## config.mk

```make
export PLATFORM = sky130hd
export DESIGN_NAME = disk_request_scheduler_core_flat
export DESIGN_NICKNAME = d
export VERILOG_FILES = /design/src/rtl/drs_pkg.sv /design/src/rtl/drs_req_if.sv /design/src/rtl/drs_rsp_if.sv /design/src/rtl/disk_request_scheduler_core.sv /design/src/flat_wrapper.sv
export VERILOG_INCLUDE_DIRS = /design/src /design/src/rtl
export SDC_FILE = /design/constraint.sdc
export NUM_CORES = 2
export LEC_CHECK = 0
export ABC_AREA = 1
export BUFFER_PORTS_ARGS = -buffer_cell sky130_fd_sc_hd__buf_2
export CAP_MARGIN = 20
export CORE_ASPECT_RATIO = 1.5
export CORE_MARGIN = 3
export CORE_UTILIZATION = 35
export CTS_BUF_LIST = sky130_fd_sc_hd__clkbuf_8
export DETAILED_ROUTE_END_ITERATION = 8
export HOLD_SLACK_MARGIN = 0.06
export PLACE_DENSITY_LB_ADDON = 0.1
export RECOVER_POWER = 50
export SLEW_MARGIN = 20
export SYNTH_ARGS = -nofsm -noshare
export SYNTH_HDL_FRONTEND = slang
export SYNTH_SLANG_ARGS = --single-unit
```

## constraint.sdc

```tcl
create_clock -name clock -period 6.5 [get_ports clock]
set_input_delay 1.3 -clock clock [delete_from_list [all_inputs] [get_ports clock]]
set_output_delay 1.3 -clock clock [all_outputs]
set_load 0.005 [all_outputs]
```

## src/rtl/disk_request_scheduler_core_defines.svh

```systemverilog
// Assertion macros shared by the disk request scheduler RTL.
`ifndef DISK_REQUEST_SCHEDULER_CORE_DEFINES_SVH
`define DISK_REQUEST_SCHEDULER_CORE_DEFINES_SVH
`ifndef SYNTHESIS
// Check a property on every clock edge outside reset.
`define DRS_ASSERT(lbl, prop, msg) \
   lbl: assert property (@(posedge clock) disable iff (reset) (prop)) else $error(msg);
// Check that a condition on one edge is followed by a consequence on the next edge.
`define DRS_ASSERT_NEXT(lbl, pre, post, msg) \
   lbl: assert property (@(posedge clock) disable iff (reset) (pre) |=> (post)) \
      else $error(msg);
`else
`define DRS_ASSERT(lbl, prop, msg)
`define DRS_ASSERT_NEXT(lbl, pre, post, msg)
`endif
`endif

```

## src/rtl/drs_pkg.sv

```systemverilog
// Constants, codes and types of the disk request scheduler.
package drs_pkg;

   localparam int DEPTH      = 32;
   localparam int TRACK_BITS = 16;
   localparam int TAG_BITS   = 10;
   localparam int IDX_BITS   = (DEPTH > 1) ? $clog2(DEPTH) : 1;
   localparam int CNT_BITS   = $clog2(DEPTH + 1);
   localparam int MODE_BITS  = 3;
   localparam int STATUS_BITS = 2;
   localparam int SUM_BITS   = 32;

   localparam logic [MODE_BITS-1:0] MODE_FIFO  = 3'd0;
   localparam logic [MODE_BITS-1:0] MODE_SSTF  = 3'd1;
   localparam logic [MODE_BITS-1:0] MODE_LOOK  = 3'd2;
   localparam logic [MODE_BITS-1:0] MODE_CLOOK = 3'd3;
   localparam logic [MODE_BITS-1:0] MODE_FLOOK = 3'd4;

   localparam logic ACTION_ADD   = 1'b0;
   localparam logic ACTION_ISSUE = 1'b1;

   localparam logic [STATUS_BITS-1:0] STATUS_ADDED  = 2'd0;
   localparam logic [STATUS_BITS-1:0] STATUS_ISSUED = 2'd1;
   localparam logic [STATUS_BITS-1:0] STATUS_EMPTY  = 2'd2;
   localparam logic [STATUS_BITS-1:0] STATUS_FULL   = 2'd3;

   typedef enum logic [1:0] {
      ST_IDLE,
      ST_SCAN,
      ST_FETCH
   } state_type;

   // Kind of scan pass over the pending table.
   typedef enum logic [1:0] {
      PASS_ANY,   // look for any entry of the active bank
      PASS_DIR,   // nearest entry in a sweep direction
      PASS_ABS,   // nearest entry either way
      PASS_MIN    // lowest track
   } pass_type;

endpackage

```

## src/rtl/drs_req_if.sv

```systemverilog
// Request channel of the disk request scheduler.
interface drs_req_if;
   logic                          valid;
   logic                          ready;
   logic                          action;
   logic [drs_pkg::TAG_BITS-1:0]   request_tag;
   logic [drs_pkg::TRACK_BITS-1:0] track;

   modport source (output valid, output action, output request_tag, output track,
                   input ready);
   modport sink   (input valid, input action, input request_tag, input track,
                   output ready);
endinterface

```

## src/rtl/drs_rsp_if.sv

```systemverilog
// Response channel of the disk request scheduler.
interface drs_rsp_if;
   logic                             valid;
   logic                             ready;
   logic [drs_pkg::STATUS_BITS-1:0]  status;
   logic [drs_pkg::TAG_BITS-1:0]     issued_tag;
   logic [drs_pkg::TRACK_BITS-1:0]   issued_track;
   logic [drs_pkg::TRACK_BITS-1:0]   seek_distance;
   logic [drs_pkg::SUM_BITS-1:0]     total_movement;

   modport source (output valid, output status, output issued_tag, output issued_track,
                   output seek_distance, output total_movement, input ready);
   modport sink   (input valid, input status, input issued_tag, input issued_track,
                   input seek_distance, input total_movement, output ready);
endinterface

```

## src/rtl/disk_request_scheduler_core.sv

```systemverilog
// Disk request scheduler: pending-request table with a sequenced scan unit.
// An add or an empty-table issue answers in the cycle after acceptance; any other issue runs
// P scan passes over the N pending entries, one entry per cycle through the single read
// port and subtractor (P = 0 FIFO, 1 SSTF, 1..2 LOOK and C-LOOK, 2..3 F-LOOK), then a fetch.
// Throughput: one transaction at a time; the next is taken once idle and the output is free.
// Reset (synchronous, active high) empties the table, parks the head at track 0, upward.
`include "disk_request_scheduler_core_defines.svh"

module disk_request_scheduler_core (
   input  logic                            clock,
   input  logic                            reset,
   drs_req_if.sink                         req,
   drs_rsp_if.source                       rsp,
   input  logic                            csr_write_en,
   input  logic [drs_pkg::MODE_BITS-1:0]   csr_write_data
);

   localparam int TB = drs_pkg::TRACK_BITS;
   localparam int GB = drs_pkg::TAG_BITS;
   localparam int IB = drs_pkg::IDX_BITS;
   localparam int CB = drs_pkg::CNT_BITS;
   localparam int SB = drs_pkg::SUM_BITS;

   // Pending table, kept in arrival order; no reset, only entries below the count are read.
   logic [GB-1:0] tag_ff   [drs_pkg::DEPTH];
   logic [TB-1:0] track_ff [drs_pkg::DEPTH];
   logic          bank_ff  [drs_pkg::DEPTH];

   // Sequencer state
   drs_pkg::state_type state_ff, state_in;
   drs_pkg::pass_type  pass_ff, pass_in;
   logic [IB-1:0]      scan_idx_ff, scan_idx_in;
   logic               found_ff, found_in;
   logic [IB-1:0]      best_idx_ff, best_idx_in;
   logic [TB-1:0]      best_d_ff, best_d_in;
   logic               second_ff, second_in;
   logic [IB-1:0]      pick_ff, pick_in;

   // Architectural state
   logic [CB-1:0]                   count_ff, count_in;
   logic [TB-1:0]                   head_ff, head_in;
   logic                            sweep_ff, sweep_in;     // 0 upward, 1 downward
   logic                            active_ff, active_in;   // active F-LOOK bank
   logic [SB-1:0]                   sum_ff, sum_in;
   logic [drs_pkg::MODE_BITS-1:0]   mode_ff, mode_in;

   // Output register
   logic                            rsp_valid_ff, rsp_valid_in;
   logic [drs_pkg::STATUS_BITS-1:0] rsp_status_ff, rsp_status_in;
   logic [GB-1:0]                   rsp_tag_ff, rsp_tag_in;
   logic [TB-1:0]                   rsp_track_ff, rsp_track_in;
   logic [TB-1:0]                   rsp_dist_ff, rsp_dist_in;
   logic [SB-1:0]                   rsp_total_ff, rsp_total_in;

   logic req_accept;
   logic out_free;
   logic add_we;
   logic shift_en;

   // Shared read port and distance unit
   logic [IB-1:0] rd_idx;
   logic [TB-1:0] rd_track;
   logic [GB-1:0] rd_tag;
   logic          rd_bank;
   logic [TB:0]   sub_full;
   logic          borrow;
   logic [TB-1:0] diff;
   logic [TB-1:0] ndiff;
   logic [TB-1:0] abs_d;
   logic          at_or_below;

   // Per-entry scan decision
   logic          scan_dir;
   logic          use_bank;
   logic          qualify;
   logic [TB-1:0] cand_d;
   logic          update;
   logic          last;
   logic          found_fin;
   logic [IB-1:0] best_fin;
   logic          scan_pass;
   logic [SB:0]   sum_wide;

   assign out_free   = !rsp_valid_ff || rsp.ready;
   assign req.ready  = (state_ff == drs_pkg::ST_IDLE) && out_free;
   assign req_accept = req.valid && req.ready;

   assign rsp.valid          = rsp_valid_ff;
   assign rsp.status         = rsp_status_ff;
   assign rsp.issued_tag     = rsp_tag_ff;
   assign rsp.issued_track   = rsp_track_ff;
   assign rsp.seek_distance  = rsp_dist_ff;
   assign rsp.total_movement = rsp_total_ff;

   assign mode_in = csr_write_en ? csr_write_data : mode_ff;

   // The scan walks the table; the fetch reads the chosen entry through the same port.
   assign rd_idx   = (state_ff == drs_pkg::ST_FETCH) ? pick_ff : scan_idx_ff;
   assign rd_track = track_ff[rd_idx];
   assign rd_tag   = tag_ff[rd_idx];
   assign rd_bank  = bank_ff[rd_idx];

   // One subtractor gives the signed offset of the entry from the head.
   assign sub_full    = {1'b0, rd_track} - {1'b0, head_ff};
   assign borrow      = sub_full[TB];
   assign diff        = sub_full[TB-1:0];
   assign ndiff       = '0 - diff;
   assign abs_d       = borrow ? ndiff : diff;
   assign at_or_below = borrow || (diff == '0);

   // C-LOOK always sweeps upward; only F-LOOK filters by bank.
   assign scan_dir = (mode_ff == drs_pkg::MODE_CLOOK) ? 1'b0 : sweep_ff;
   assign use_bank = (mode_ff == drs_pkg::MODE_FLOOK);

   always_comb begin
      qualify = 1'b0;
      cand_d  = abs_d;
      case (pass_ff)
         drs_pkg::PASS_ANY: begin
            qualify = (rd_bank == active_ff);
         end
         drs_pkg::PASS_DIR: begin
            qualify = (!use_bank || (rd_bank == active_ff)) &&
                      (scan_dir ? at_or_below : !borrow);
            cand_d  = scan_dir ? ndiff : diff;
         end
         drs_pkg::PASS_ABS: begin
            qualify = 1'b1;
         end
         drs_pkg::PASS_MIN: begin
            qualify = 1'b1;
            cand_d  = rd_track;
         end
         default: begin
            qualify = 1'b0;
         end
      endcase
   end

   // Strict compare keeps the oldest entry on ties.
   assign update    = qualify && (!found_ff || (cand_d < best_d_ff));
   assign last      = ((CB'(scan_idx_ff) + CB'(1)) == count_ff);
   assign found_fin = found_ff || update;
   assign best_fin  = update ? scan_idx_ff : best_idx_ff;

   // An issue on a non-empty table scans unless the mode takes the oldest entry.
   always_comb begin
      unique case (mode_ff) inside
         drs_pkg::MODE_SSTF, drs_pkg::MODE_LOOK,
         drs_pkg::MODE_CLOOK, drs_pkg::MODE_FLOOK: scan_pass = 1'b1;
         default:                                   scan_pass = 1'b0;
      endcase
   end

   assign sum_wide = {1'b0, sum_ff} + (SB + 1)'(abs_d);

   // Next state
   always_comb begin
      state_in = state_ff;
      unique case (state_ff)
         drs_pkg::ST_IDLE: begin
            if (req_accept && (req.action == drs_pkg::ACTION_ISSUE) && (count_ff != '0)) begin
               state_in = scan_pass ? drs_pkg::ST_SCAN : drs_pkg::ST_FETCH;
            end
         end
         drs_pkg::ST_SCAN: begin
            if (last) begin
               case (pass_ff) inside
                  drs_pkg::PASS_ABS, drs_pkg::PASS_MIN: state_in = drs_pkg::ST_FETCH;
                  drs_pkg::PASS_DIR: begin
                     if (found_fin || (second_ff && (mode_ff != drs_pkg::MODE_CLOOK))) begin
                        state_in = drs_pkg::ST_FETCH;
                     end
                  end
                  default: state_in = drs_pkg::ST_SCAN;
               endcase
            end
         end
         drs_pkg::ST_FETCH: begin
            if (out_free) begin
               state_in = drs_pkg::ST_IDLE;
            end
         end
         default: state_in = drs_pkg::ST_IDLE;
      endcase
   end

   // Datapath and outputs
   always_comb begin
      pass_in       = pass_ff;
      scan_idx_in   = scan_idx_ff;
      found_in      = found_ff;
      best_idx_in   = best_idx_ff;
      best_d_in     = best_d_ff;
      second_in     = second_ff;
      pick_in       = pick_ff;
      count_in      = count_ff;
      head_in       = head_ff;
      sweep_in      = sweep_ff;
      active_in     = active_ff;
      sum_in        = sum_ff;
      rsp_valid_in  = rsp_valid_ff && !rsp.ready;
      rsp_status_in = rsp_status_ff;
      rsp_tag_in    = rsp_tag_ff;
      rsp_track_in  = rsp_track_ff;
      rsp_dist_in   = rsp_dist_ff;
      rsp_total_in  = rsp_total_ff;
      add_we        = 1'b0;
      shift_en      = 1'b0;

      unique case (state_ff)
         drs_pkg::ST_IDLE: begin
            if (req_accept) begin
               if (req.action == drs_pkg::ACTION_ADD || count_ff == '0) begin
                  // Answer at once: add, full table or nothing pending.
                  rsp_valid_in = 1'b1;
                  rsp_tag_in   = '0;
                  rsp_track_in = '0;
                  rsp_dist_in  = '0;
                  rsp_total_in = sum_ff;
                  if (req.action == drs_pkg::ACTION_ISSUE) begin
                     rsp_status_in = drs_pkg::STATUS_EMPTY;
                  end else if (count_ff == CB'(drs_pkg::DEPTH)) begin
                     rsp_status_in = drs_pkg::STATUS_FULL;
                  end else begin
                     rsp_status_in = drs_pkg::STATUS_ADDED;
                     add_we        = 1'b1;
                     count_in      = count_ff + CB'(1);
                  end
               end else begin
                  // Arm the first scan pass, or the fetch of the oldest entry in FIFO mode.
                  scan_idx_in = '0;
                  found_in    = 1'b0;
                  second_in   = 1'b0;
                  pick_in     = '0;
                  case (mode_ff)
                     drs_pkg::MODE_SSTF:  pass_in = drs_pkg::PASS_ABS;
                     drs_pkg::MODE_FLOOK: pass_in = drs_pkg::PASS_ANY;
                     default:             pass_in = drs_pkg::PASS_DIR;
                  endcase
               end
            end
         end
         drs_pkg::ST_SCAN: begin
            scan_idx_in = scan_idx_ff + IB'(1);
            if (update) begin
               found_in    = 1'b1;
               best_idx_in = scan_idx_ff;
               best_d_in   = cand_d;
            end
            if (last) begin
               scan_idx_in = '0;
               found_in    = 1'b0;
               case (pass_ff)
                  drs_pkg::PASS_ANY: begin
                     // Swap banks when the active one holds nothing.
                     if (!found_fin) begin
                        active_in = !active_ff;
                     end
                     pass_in = drs_pkg::PASS_DIR;
                  end
                  drs_pkg::PASS_DIR: begin
                     if (found_fin) begin
                        pick_in = best_fin;
                     end else if (mode_ff == drs_pkg::MODE_CLOOK) begin
                        pass_in = drs_pkg::PASS_MIN;
                     end else if (!second_ff) begin
                        // Nothing ahead: reverse and look again.
                        sweep_in  = !sweep_ff;
                        second_in = 1'b1;
                     end else begin
                        pick_in = '0;
                     end
                  end
                  default: begin
                     pick_in = best_fin;
                  end
               endcase
            end
         end
         drs_pkg::ST_FETCH: begin
            if (out_free) begin
               // Issue the chosen entry, move the head, close the gap.
               shift_en      = 1'b1;
               count_in      = count_ff - CB'(1);
               head_in       = rd_track;
               sum_in        = sum_wide[SB] ? '1 : sum_wide[SB-1:0];
               rsp_valid_in  = 1'b1;
               rsp_status_in = drs_pkg::STATUS_ISSUED;
               rsp_tag_in    = rd_tag;
               rsp_track_in  = rd_track;
               rsp_dist_in   = abs_d;
               rsp_total_in  = sum_wide[SB] ? '1 : sum_wide[SB-1:0];
            end
         end
         default: begin
            add_we = 1'b0;
         end
      endcase
   end

   always_ff @(posedge clock) begin
      if (reset) begin
         state_ff     <= drs_pkg::ST_IDLE;
         pass_ff      <= drs_pkg::PASS_ANY;
         scan_idx_ff  <= '0;
         found_ff     <= 1'b0;
         second_ff    <= 1'b0;
         pick_ff      <= '0;
         count_ff     <= '0;
         head_ff      <= '0;
         sweep_ff     <= 1'b0;
         active_ff    <= 1'b0;
         sum_ff       <= '0;
         mode_ff      <= drs_pkg::MODE_FIFO;
         rsp_valid_ff <= 1'b0;
      end else begin
         state_ff     <= state_in;
         pass_ff      <= pass_in;
         scan_idx_ff  <= scan_idx_in;
         found_ff     <= found_in;
         second_ff    <= second_in;
         pick_ff      <= pick_in;
         count_ff     <= count_in;
         head_ff      <= head_in;
         sweep_ff     <= sweep_in;
         active_ff    <= active_in;
         sum_ff       <= sum_in;
         mode_ff      <= mode_in;
         rsp_valid_ff <= rsp_valid_in;
      end
   end

   // Payload registers: no reset needed.
   always_ff @(posedge clock) begin
      best_idx_ff   <= best_idx_in;
      best_d_ff     <= best_d_in;
      rsp_status_ff <= rsp_status_in;
      rsp_tag_ff    <= rsp_tag_in;
      rsp_track_ff  <= rsp_track_in;
      rsp_dist_ff   <= rsp_dist_in;
      rsp_total_ff  <= rsp_total_in;
   end

   // Table: append at the count, drop the issued entry by shifting the younger ones down.
   always_ff @(posedge clock) begin
      for (int i = 0; i < drs_pkg::DEPTH - 1; i++) begin
         if (shift_en && (IB'(i) >= pick_ff)) begin
            tag_ff[i]   <= tag_ff[i + 1];
            track_ff[i] <= track_ff[i + 1];
            bank_ff[i]  <= bank_ff[i + 1];
         end
      end
      if (add_we) begin
         tag_ff[count_ff[IB-1:0]]   <= req.request_tag;
         track_ff[count_ff[IB-1:0]] <= req.track;
         bank_ff[count_ff[IB-1:0]]  <= !active_ff;
      end
   end

   `DRS_ASSERT(a_count_bound, count_ff <= CB'(drs_pkg::DEPTH), "entry count beyond depth")
   `DRS_ASSERT(a_pick_valid,
      (state_ff != drs_pkg::ST_FETCH) || (CB'(pick_ff) < count_ff),
      "pick outside pending entries")
   `DRS_ASSERT_NEXT(a_issue_pops, (state_ff == drs_pkg::ST_FETCH) && out_free,
      count_ff == $past(count_ff) - CB'(1), "issue did not remove an entry")
   `DRS_ASSERT_NEXT(a_bank_flook, mode_ff != drs_pkg::MODE_FLOOK,
      active_ff == $past(active_ff), "bank moved outside F-LOOK")
   `DRS_ASSERT_NEXT(a_sum_grows, 1'b1, sum_ff >= $past(sum_ff), "movement total decreased")

endmodule
```

## src/flat_wrapper.sv

```systemverilog
// flat-port wrapper written by rule: the top's interface ports become plain ports
module disk_request_scheduler_core_flat 
  (clock, reset, csr_write_en, csr_write_data, req_valid, req_action, req_request_tag, req_track, req_ready, rsp_valid, rsp_status, rsp_issued_tag, rsp_issued_track, rsp_seek_distance, rsp_total_movement, rsp_ready);
  drs_req_if req_i ();
  drs_rsp_if rsp_i ();
  input  logic clock;
  input  logic reset;
  input  logic csr_write_en;
  input  logic [drs_pkg::MODE_BITS-1:0] csr_write_data;
  input wire logic [$bits(req_i.valid)-1:0] req_valid;
  input wire logic [$bits(req_i.action)-1:0] req_action;
  input wire logic [$bits(req_i.request_tag)-1:0] req_request_tag;
  input wire logic [$bits(req_i.track)-1:0] req_track;
  output wire logic [$bits(req_i.ready)-1:0] req_ready;
  output wire logic [$bits(rsp_i.valid)-1:0] rsp_valid;
  output wire logic [$bits(rsp_i.status)-1:0] rsp_status;
  output wire logic [$bits(rsp_i.issued_tag)-1:0] rsp_issued_tag;
  output wire logic [$bits(rsp_i.issued_track)-1:0] rsp_issued_track;
  output wire logic [$bits(rsp_i.seek_distance)-1:0] rsp_seek_distance;
  output wire logic [$bits(rsp_i.total_movement)-1:0] rsp_total_movement;
  input wire logic [$bits(rsp_i.ready)-1:0] rsp_ready;
  assign req_i.valid = req_valid;
  assign req_i.action = req_action;
  assign req_i.request_tag = req_request_tag;
  assign req_i.track = req_track;
  assign req_ready = req_i.ready;
  assign rsp_valid = rsp_i.valid;
  assign rsp_status = rsp_i.status;
  assign rsp_issued_tag = rsp_i.issued_tag;
  assign rsp_issued_track = rsp_i.issued_track;
  assign rsp_seek_distance = rsp_i.seek_distance;
  assign rsp_total_movement = rsp_i.total_movement;
  assign rsp_i.ready = rsp_ready;
  disk_request_scheduler_core u_core (.clock(clock), .reset(reset), .req(req_i), .rsp(rsp_i), .csr_write_en(csr_write_en), .csr_write_data(csr_write_data));
endmodule
```

==> results.sh <==
export IMPL_finalPower_mw=24.7
export IMPL_hold_viol_final=0
export IMPL_worst_path_dominant_cell_family="simple AND/OR/NAND/NOR gates"
export IMPL_cts_htree_levels=4
export IMPL_syn_avg_cell_area_um2=9.05
export IMPL_ys_warn_count=0
export IMPL_async_flop_share_pct=0
export IMPL_max_stage_delay_ns=0.58
export IMPL_syn_to_final_growth_pct=18.6
export IMPL_die_h_um=483
export IMPL_initial_utilization_pct=35.4
export IMPL_synth_area_mm2=0.0531
export IMPL_synth_edf_count=961
export IMPL_drive_gt1_share_pct=16.8
export IMPL_cp_data_arrival_time_ns=6.86
export IMPL_power_static_leakage_nw=24.9
export IMPL_grt_pass1_vias=43500
export IMPL_cts_hold_buf=0
export IMPL_ant_nets=0
export IMPL_nets=6279
export IMPL_setup_viol=0
export IMPL_rsz0062_at_grt="yes"
export IMPL_ir_worst_vdd_v=0.000243
export IMPL_io_pins=113
export IMPL_postSynthNetCount=5953
export IMPL_clk_transition_reported_paths_ns=0.06
export IMPL_status="completed"
export IMPL_routed_via_count=44900
export IMPL_crit_buf_inv=12
export IMPL_fmax_mhz=160
export IMPL_cts_root_buf="clkbuf_8"
export IMPL_wirelength_um=185000
export IMPL_maxSlewHeadroom_pct=29.3
export IMPL_drcViolationCount=0
export IMPL_fin_skew_ns=0.0509
export IMPL_end_kind="register"
export IMPL_mostFrequentLayoutCells="1330 x o21ai_0, 1295 x nand2_1, 961 x edfxtp_1"
export IMPL_critPathLaunchType="register"
export IMPL_grt_pass1_wl_um=276000
export IMPL_antenna_found_initial=1
export IMPL_grt_use_total_pct=23.2
export IMPL_instances_no_fill=8272
export IMPL_port_buffers=112
export IMPL_synth_flop_cell="edfxtp_1"
export IMPL_utilization_pct=41.9
export IMPL_final_common_cell="o21ai_0"
export IMPL_avgViaCountPerCell=5.43
export IMPL_p_per_area_mw_per_mm2=392
export IMPL_fin_crit_sh_pct=96.1
export IMPL_grt_ovfl_total=0
export IMPL_ys_ff_latch=1037
export IMPL_drv_cap=0
export IMPL_wl_met2_um=94400
export IMPL_seq_area_mm2=0.0304
export IMPL_dpl_hpwl_um=121000
export IMPL_crit_type="reg -> reg"
export IMPL_die_x_um=324
export IMPL_wl_per_cell_um=22.3
export IMPL_wirelength_met1_um=75800
export IMPL_cts_tree="yes"
export IMPL_placedCellCount=7900
export IMPL_cts_buffers=173
export IMPL_fill_cells=15000
export IMPL_worst_path_max_fanout=8
export IMPL_place_congestion=0.890
export IMPL_die_area_mm2=0.157
export IMPL_cts_sinks=1037
export IMPL_cts_buffer_depth=3
export IMPL_firstDrtPassIters=6
export IMPL_first_iter_violations=4002
export IMPL_core_mm2=0.150
export IMPL_maxSlewViolCount=0
export IMPL_worstPathRequired_ns=7.12
export IMPL_worst_slew_pin_slew_ns=1.06
export IMPL_multi_input_area_mm2=0.0209
export IMPL_yosysSeqAreaShare_pct=57.2
export IMPL_synth_cells=5866
export IMPL_clkLatencyLatePin_ns=0.92
export IMPL_grt_max_degree=157
export IMPL_rows=174
export IMPL_dr_wl_met3_um=9410
export IMPL_top_layer_used="met4"
export IMPL_min_path_type="reg -> reg"
export IMPL_critPathSlowestCell="fa_2"
export IMPL_synthDistinctLibCells=63
export IMPL_period_needed_ns=6.25
==> routing by layer <==
layer | global-route usage (%) | vias to the layer above
met3 | 3.14 | 297
li1 | - | 21300
met5 | 0 | -
met2 | 41.3 | 1408
met4 | 7.28 | 0
met1 | 28.8 | 21900
==> registers in the layout, summed over array words and instances (netlist names), 3 cells and up <==
name                       count
u_core.bank_ff                32
u_core.best_d_ff              16
u_core.best_idx_ff             5
u_core.count_ff                6
u_core.head_ff                16
u_core.mode_ff                 3
u_core.pick_ff                 5
u_core.rsp.issued_tag         10
u_core.rsp.issued_track       16
u_core.rsp.seek_distance      16
u_core.rsp.total_movement     32
u_core.scan_idx_ff             5
u_core.sum_ff                 32
u_core.tag_ff                320
u_core.track_ff              512
==> cell families after synthesis <==
logic type / count (synthesis) / share of synthesized area [%]
AOI/OAI and AO/OA: 1835 / 18.8
DFF: 1037 / 57.2
adders and majority gates: 52 / 1.25
xor gates and xnor gates: 42 / 0.707
and+or+nand+nor: 2130 / 16.2
muxes: 1 / 0.0188
buffers and inverters: 769 / 5.85
==> worst paths after layout <==
kind / start / to / slack (ns) / depth (start not counted)
worst min-delay path: u_core.sweep_ff$_SDFFE_PP0P_ / u_core.sweep_ff$_SDFFE_PP0P_ / 0.49 / 2
worst max register to register: u_core.state_ff[0]$_SDFFE_PP0P_ / u_core.best_d_ff[10]$_DFFE_PP_ / 0.25 / 37
worst min register to register: u_core.sweep_ff$_SDFFE_PP0P_ / u_core.sweep_ff$_SDFFE_PP0P_ / 0.49 / 2
worst max-delay path: u_core.state_ff[0]$_SDFFE_PP0P_ / u_core.best_d_ff[10]$_DFFE_PP_ / 0.25 / 37
==> synth_stat cells, drive strengths merged (20+ instances only) <==
cell type / n / area share [%]
a32o: 20 / 0.38
nand4: 32 / 0.42
ha: 50 / 1.2
xor2: 25 / 0.43
inv: 299 / 2.1
buf: 89 / 1.0
o221ai: 61 / 1.0
o21ai: 1378 / 13
edfxtp: 961 / 54
a21oi: 151 / 1.4
nand2: 1352 / 9.7
nand3: 212 / 2.0
o22ai: 133 / 1.6
o211ai: 40 / 0.57
nor2: 483 / 3.4
nor3: 20 / 0.21
dfxtp: 76 / 2.9
clkbuf: 377 / 2.7
==> report_power, final <==
group / internal (mW) / switching [mW] / total [mW]
Combinational: 4.29 / 5.93 / 10.2
Clock: 2.65 / 2.84 / 5.49
Sequential: 8.56 / 0.399 / 8.96
==> metrics by stage <==
| step | TNS [ns] | hold WS, ns | setup WS (ns) | instance area (um^2) |
|---|---|---|---|---|
| after floorplan | 0 | 0.449 | 0.185 | 53100 |
| after global placement | -7.84 | 0.476 | -0.267 | 58100 |
| after detailed placement | -16.58 | 0.482 | -0.377 | 58100 |
| after CTS | -0.00495 | 0.465 | -0.00495 | 61900 |
| after global routing | -4.60 | 0.496 | -0.184 | 63000 |
| final | 0 | 0.490 | 0.252 | 63000 |
==> worst min-delay path, stage by stage (launching register included) <==
cell and delay [ns]:
dfxtp_1 0.31, nor2_1 0.09, nor3_1 0.04
==> area by class of cell <==
type | count | area share (%)
Sequential cell | 1037 | 48.2
Antenna cell | 1 | 0.00397
Tap cell | 1936 | 3.85
Clock buffer | 180 | 3.93
Inverter | 303 | 1.82
Timing Repair Buffer | 616 | 8.01
Multi-Input combinational cell | 4061 | 33.1
Clock inverter | 138 | 1.03
==> timing repair <==
action                     in CTS  in global routing
gates cloned                    5                  3
setup endpoints to repair      90                 90
setup buffers                  16                 30
pin swaps                      15                102
resized for setup              75                199
No activity file was read; power rests on OpenSTA's default activity.
